$ cat src/rtl/core/bfs_div_cell.sv
// ----------------------------------------------------------------------------
// bfs_div_cell
// one restoring division step for two lanes, registered
// ----------------------------------------------------------------------------
module bfs_div_cell #(
  parameter int DW = 25,
  parameter int VW = 13,
  parameter int SW = 24
) (
  input  logic                   clk,
  input  logic                   rst,
  input  logic                   en,
  input  logic                   v_in,
  input  logic [1:0][DW-1:0]     dq_in,
  input  logic [1:0][VW-1:0]     rem_in,
  input  logic [1:0][VW-1:0]     dvs_in,
  input  logic [SW-1:0]          side_in,
  output logic                   v_out,
  output logic [1:0][DW-1:0]     dq_out,
  output logic [1:0][VW-1:0]     rem_out,
  output logic [1:0][VW-1:0]     dvs_out,
  output logic [SW-1:0]          side_out
);

  logic [1:0][VW:0]   trial;
  logic [1:0]         ge;
  logic [1:0][DW-1:0] dq_next;
  logic [1:0][VW-1:0] rem_next;

  always_comb begin
    for (int i = 0; i < 2; i++) begin
      trial[i]    = {rem_in[i], dq_in[i][DW-1]};
      ge[i]       = trial[i] >= {1'b0, dvs_in[i]};
      rem_next[i] = ge[i] ? VW'(trial[i] - {1'b0, dvs_in[i]}) : VW'(trial[i]);
      dq_next[i]  = {dq_in[i][DW-2:0], ge[i]};
    end
  end

  always_ff @(posedge clk) begin
    if (rst) begin
      v_out <= 1'b0;
    end else if (en) begin
      v_out <= v_in;
    end
  end

  always_ff @(posedge clk) begin
    if (en) begin
      dq_out   <= dq_next;
      rem_out  <= rem_next;
      dvs_out  <= dvs_in;
      side_out <= side_in;
    end
  end

endmodule

$ cat src/rtl/core/bfs_div_chain.sv
// ----------------------------------------------------------------------------
// bfs_div_chain
// row of division cells, one quotient bit per cell, two lanes
// ----------------------------------------------------------------------------
module bfs_div_chain #(
  parameter int DW = 25,
  parameter int VW = 13,
  parameter int SW = 24
) (
  input  logic                   clk,
  input  logic                   rst,
  input  logic                   en,
  input  logic                   v_in,
  input  logic [1:0][DW-1:0]     dvd_in,
  input  logic [1:0][VW-1:0]     dvs_in,
  input  logic [SW-1:0]          side_in,
  output logic                   v_out,
  output logic [1:0][DW-1:0]     quo_out,
  output logic [SW-1:0]          side_out
);

  logic [DW:0]                 v;
  logic [DW:0][1:0][DW-1:0]    dq;
  logic [DW:0][1:0][VW-1:0]    rem;
  logic [DW:0][1:0][VW-1:0]    dvs;
  logic [DW:0][SW-1:0]         side;

  assign v[0]    = v_in;
  assign dq[0]   = dvd_in;
  assign rem[0]  = '0;
  assign dvs[0]  = dvs_in;
  assign side[0] = side_in;

  for (genvar k = 0; k < DW; k++) begin : g_cell
    bfs_div_cell #(.DW(DW), .VW(VW), .SW(SW)) u_cell (
      .clk      (clk),
      .rst      (rst),
      .en       (en),
      .v_in     (v[k]),
      .dq_in    (dq[k]),
      .rem_in   (rem[k]),
      .dvs_in   (dvs[k]),
      .side_in  (side[k]),
      .v_out    (v[k+1]),
      .dq_out   (dq[k+1]),
      .rem_out  (rem[k+1]),
      .dvs_out  (dvs[k+1]),
      .side_out (side[k+1])
    );
  end

  assign v_out    = v[DW];
  assign quo_out  = dq[DW];
  assign side_out = side[DW];

endmodule

$ cat config.mk
export PLATFORM = sky130hd
export DESIGN_NAME = bfs_div_chain
export DESIGN_NICKNAME = d
export VERILOG_FILES = /design/src/rtl/core/bfs_div_cell.sv /design/src/rtl/core/bfs_div_chain.sv
export SDC_FILE = /design/constraint.sdc
export NUM_CORES = 2
export LEC_CHECK = 0
export BUFFER_PORTS_ARGS = -buffer_cell sky130_fd_sc_hd__buf_2
export CORE_MARGIN = 4
export CORE_UTILIZATION = 25
export DETAILED_ROUTE_END_ITERATION = 10
export GPL_ROUTABILITY_DRIVEN = 1
export PLACE_DENSITY_LB_ADDON = 0.05
export REMOVE_ABC_BUFFERS = 1
export SETUP_SLACK_MARGIN = 0.15
export SLEW_MARGIN = 10
export SYNTH_ARGS = -nofsm -noshare
export SYNTH_HDL_FRONTEND = slang
export SYNTH_SLANG_ARGS = --single-unit
$ cat constraint.sdc
create_clock -name clk -period 2.5 [get_ports clk]
set_input_delay 0.75 -clock clk [delete_from_list [all_inputs] [get_ports clk]]
set_output_delay 0.75 -clock clk [all_outputs]
set_load 0.1 [all_outputs]
## After elaboration in Yosys (flattened, before gate mapping)

Cells that the tools add are included.

| operators by class | value |
|---|---|
| add/sub/neg operators | 48 |
| $mul | 0 |
| div/mod/pow operators | 0 |
| magnitude comparators | 50 |
| equal/unequal tests | 0 |
| shift operators | 0 |
| muxes and demuxes | 48 |
| bitwise logic cells | 0 |
| reduce and logical (&&, ||, !) cells | 0 |

Operator list:

| operator | count |
|---|---|
| $ge A14 B13 Y1 | 48 |
| $mux W13 | 46 |
| $sub A13 B13 Y13 | 46 |
| $ge A1 B13 Y1 | 2 |
| $sub A1 B13 Y13 | 2 |
| $mux W1 | 2 |

| storage, ports and cells | value |
|---|---|
| flip-flop bits (word level) | 3,123 |
| latch bits | 0 |
| RAM bits | 0 |
| bits in read-only memories | 0 |
| bits of input ports | 104 |
| output and inout port bits | 75 |
| word-level logic and storage cells | 344 |
| memories | 0 |

## Depth between registers and ports, before layout

| logic depth | value |
|---|---|
| depth after elaboration | 2 |
| mapped depth | 11 |
| gate-level depth less buffers | 10 |

## Hierarchy

Synthesis repeated with hierarchy kept, for this count alone.

| unflattened totals | value |
|---|---|
| cell total of the unflattened synthesis | 8,944 |
| area, all modules | 138,222.6 µm² |

By module, submodules not included:

| module | times used | cells each | area each (µm²) | sequential area each (µm²) |
|---|---|---|---|---|
| bfs_div_cell at g_cell[14].u_cell ... | 16 | 361 | 5,546.6 | 3,803.6 |
| bfs_div_cell at g_cell[0].u_cell ... | 8 | 353 | 5,505.3 | 3,803.6 |
| bfs_div_cell at g_cell[13].u_cell | 1 | 343 | 5,431.5 | 3,803.6 |
| bfs_div_chain | 1 | 1 | 3.8 | 0.0 |

## Least setup slack after synthesis

No wires, ideal clock.

| timing path | value |
|---|---|
| path type | reg2reg |
| start | reg g_cell[0].u_cell.rem_out[1] (netlist name) |
| end | reg g_cell[1].u_cell.rem_out[10] (netlist name) (data pin) |
| library setup time | 262 ps |
| arrival time | 2,412 ps |
| required time | 2,238 ps |
| slack | -175 ps |
| cell stages (with the launch flop) | 9 |
| period minus slack after synthesis | 2,675 ps |
| path through | edfxtp_1 > ha_1 > nor2b_1 > o31a_1 > o31ai_1 > a21oi_1 > a2111oi_4 > buf_6 > mux2_1 |

RTL lines:

| element | RTL line | RTL |
|---|---|---|
| start: declaration | bfs_div_cell.sv:20 | `output logic [1:0][VW-1:0] rem_out,` |
| start signal: assignment | bfs_div_cell.sv:50 | `rem_out <= rem_next;` |
| end signal: assignment | bfs_div_cell.sv:50 |  |
| end: declaration | bfs_div_cell.sv:20 |  |

==> impl_metrics.json <==
{
  "run_status": "complete, but fails checks",
  "violations": "negative setup slack",
  "worstMarginPinSlew_ns": 0.854,
  "required_ns": 3.19,
  "overflow": 0,
  "synth_top_area_cell": "edfxtp_1",
  "synth_ff_type": "edfxtp_1",
  "clock_skew_ns": 0.0765,
  "antenna_found_initial": 11,
  "dp.cells": 17081,
  "grt_usage_pct": 10.3,
  "drv_slew": 0,
  "ys_seq_area_share_pct": 70.6,
  "slowest_delay_ns": 0.55,
  "post_synth_num_cell_types": 77,
  "row_count": 267,
  "first_global_vias": 80030,
  "cp_slowest_cell": "or4_4",
  "fin_area_sq_um": 175000,
  "worstPathMaxFanout": 6,
  "worst_slack_ns": -0.208,
  "syn_area_per_cell_sq_um": 15.1,
  "cts_sinks": 3123,
  "vias": 76191,
  "netlist.area_leader.share_pct": 70.3,
  "crit_path_end_kind": "register",
  "finalSetupTns_ns": -24.35,
  "fin_util_pct": 33.2,
  "grt_max_degree": 91,
  "nets": 11723,
  "crit_type": "reg2reg",
  "cts_buffers": 384,
  "stdcell_count": 18268,
  "viasPerCell": 4.17,
  "rsz0062_at_grt": "yes",
  "clk_pin_slew_ns": 0.06,
  "power.leakage_nw": 67.4,
  "fillers": 51230,
  "die_area_sq_um": 541000,
  "ant_nets": 0,
  "synth-async-reset-ratio_pct": 0,
  "die_w_um": 736,
  "die-height_um": 736,
  "cp-start-kind": "register",
  "fin_crit_ns": 2.71,
  "max_freq_ghz": 0.369,
  "grt_pass1_wl_um": 451000,
  "hold_violations": 0,
  "root_buffer": "clkbuf_16",
  "max-vdd-ir-drop_mv": 0.548,
  "drc_errors": 0,
  "place_area_sq_um": 152000,
  "drive_above_1_share_pct": 31.4,
  "synth_edf_count": 3098,
  "synth_warnings": 0,
  "gp_congestion": 0.795,
  "worstPathCellList": "inv_2 > ha_4 > fa_2 > nor2b_4 > o31a_4 > o21ai_4 > a21oi_2 > or4_4 > buf_8 > mux2_4",
  "synth.area.top_cells": "edfxtp_1 70%, ha_1 5.9%, a21oi_1 2.5%, mux2_2 2.3%, inv_1 2.2%",
  "dp_hpwl_um": 196000,
  "cp.arrival_ns": 3.40,
  "place_ws_ns": -0.386,
  "cts.path.max_buffers": 4,
  "htreeDepth": 5,
  "synthesis.area_sq_um": 132000,
  "cts_tree": "built",
  "dr.pass1.iters": 6,
  "post-route-period-util_pct": 108,
  "wl_per_cell_um": 15.7,
  "cap_violations": 0,
  "start_util_pct": 25.1,
  "pin_count": 179,
  "coreArea_sq_um": 528000,
  "slew_headroom_pct": 43.1,
  "finalSetupViolCount": 305,
  "port-buffer-count": 178,
  "syn2layout_area_growth_pct": 32.3,
  "synth-seq-cells": 3123,
  "finalWirelength_um": 287000,
  "first_iter_violations": 3258,
  "worstSkewPairLatency_ns": 0.96,
  "hold_class": "in2reg",
  "syn_inst": 8765,
  "power_density_nw_per_um2": 1170
}
-- worst paths after layout --
path	endpoint	cells after the start	start	slack, ns
max reg2reg	g_cell[17].u_cell.rem_out[11]	10	g_cell[16].u_cell.dq_out[24]	-0.21
max	g_cell[17].u_cell.rem_out[11]	10	g_cell[16].u_cell.dq_out[24]	-0.21
min	g_cell[0].u_cell.dvs_out[23]	1	dvs_in[23]	0.14
min reg2reg	g_cell[16].u_cell.dq_out[46]	0	g_cell[15].u_cell.dq_out[45]	0.38
-- layer usage --
| metal | wire length (um) | part of all wire [%] | track usage, % |
|---|---|---|---|
| met3 | 9740 | 3.4 | 1.57 |
| met5 | 0 | 0 | 0 |
| met2 | 136000 | 47 | 17.3 |
| met4 | 9720 | 3.4 | 3.48 |
| met1 | 131000 | 46 | 13.5 |
-- power by group --
part,internal [mW],switching (mW),total (mW)
Clock,32.9,22.6,55.5
Sequential,69.3,4.69,73.9
Combinational,40.1,36.0,76.1
-- worst max-delay path: cells and delay by family (launching register included) --
kind | cells | cell delay, ns
adder cells (fa/ha/maj) | 2 | 0.37
AO/OA/AOI/OAI | 3 | 0.53
flip-flops | 1 | 0.37
buffers and inverters | 2 | 0.26
multiplexers | 1 | 0.30
AND/OR/NAND/NOR | 2 | 0.60
-- what timing repair did --
item,CTS,global route
endpoints found under the hold margin,98,0
setup buffers,226,115
pin swaps,291,220
gates cloned,26,8
hold buffers,98,0
endpoints found under the setup margin,712,705
gates resized for setup,1207,427
-- cell type report --
type	instances	area [sq um]	share of cell area, %
Tap cell	6994	8750	5.00
Sequential cell	3123	93500	53.4
Multi-Input combinational cell	4713	40000	22.9
Timing Repair inverter	1	11.3	0.00643
Timing Repair Buffer	1935	17100	9.76
Clock buffer	462	9920	5.67
Inverter	787	2970	1.70
Antenna cell	1	2.50	0.00143
Clock inverter	252	2800	1.60
-- cells by family after synthesis --
logic type / synth area share [%]
simple gates: 5.78
compound gates: 7.91
mux: 3.74
fa+ha+maj: 6.63
xor+xnor: 2.40
buf+inv: 2.89
flops: 70.6
-- state kept, by name, indices dropped and copies added (netlist names) --
signal,count
g_cell.u_cell.side_out,600
g_cell.u_cell.v_out,25
g_cell.u_cell.dvs_out,624
g_cell.u_cell.dq_out,1250
g_cell.u_cell.rem_out,624
-- layout by cell type (no fill, tap or decap), types with 106 or more instances in the layout --
cell type,n
edfxtp_1,3098
buf_4,1363
inv_1,737
ha_1,539
a21oi_1,534
nor2_1,454
clkbuf_16,396
nand2_1,258
mux2_4,245
o21ai_0,227
buf_6,224
xnor2_1,185
xor2_1,177
nor3_1,143
o21a_1,142
a21oi_2,134
buf_2,106
-- cell usage after synthesis, drive strengths merged (114+ instances only) --
| library cell | instances |
|---|---|
| a21oi | 673 |
| edfxtp | 3098 |
| ha | 628 |
| inv | 787 |
| mux2 | 325 |
| mux2i | 114 |
| nand2 | 291 |
| nor2 | 529 |
| nor2b | 146 |
| nor3 | 161 |
| o21a | 142 |
| o21ai | 317 |
| xnor2 | 186 |
| xor2 | 177 |
-- per-stage QoR --
| stage | hold WS (ns) | power, mW |
|---|---|---|
| 2_1_floorplan | 0.400 | 113 |
| 3_3_place_gp | 0.400 | 136 |
| 3_5_place_dp | 0.405 | 136 |
| 4_1_cts | 0.0233 | 205 |
| 5_1_grt | 0.0536 | 219 |
| 6_report | 0.136 | 206 |
No activity file was read; power rests on OpenSTA's default activity.
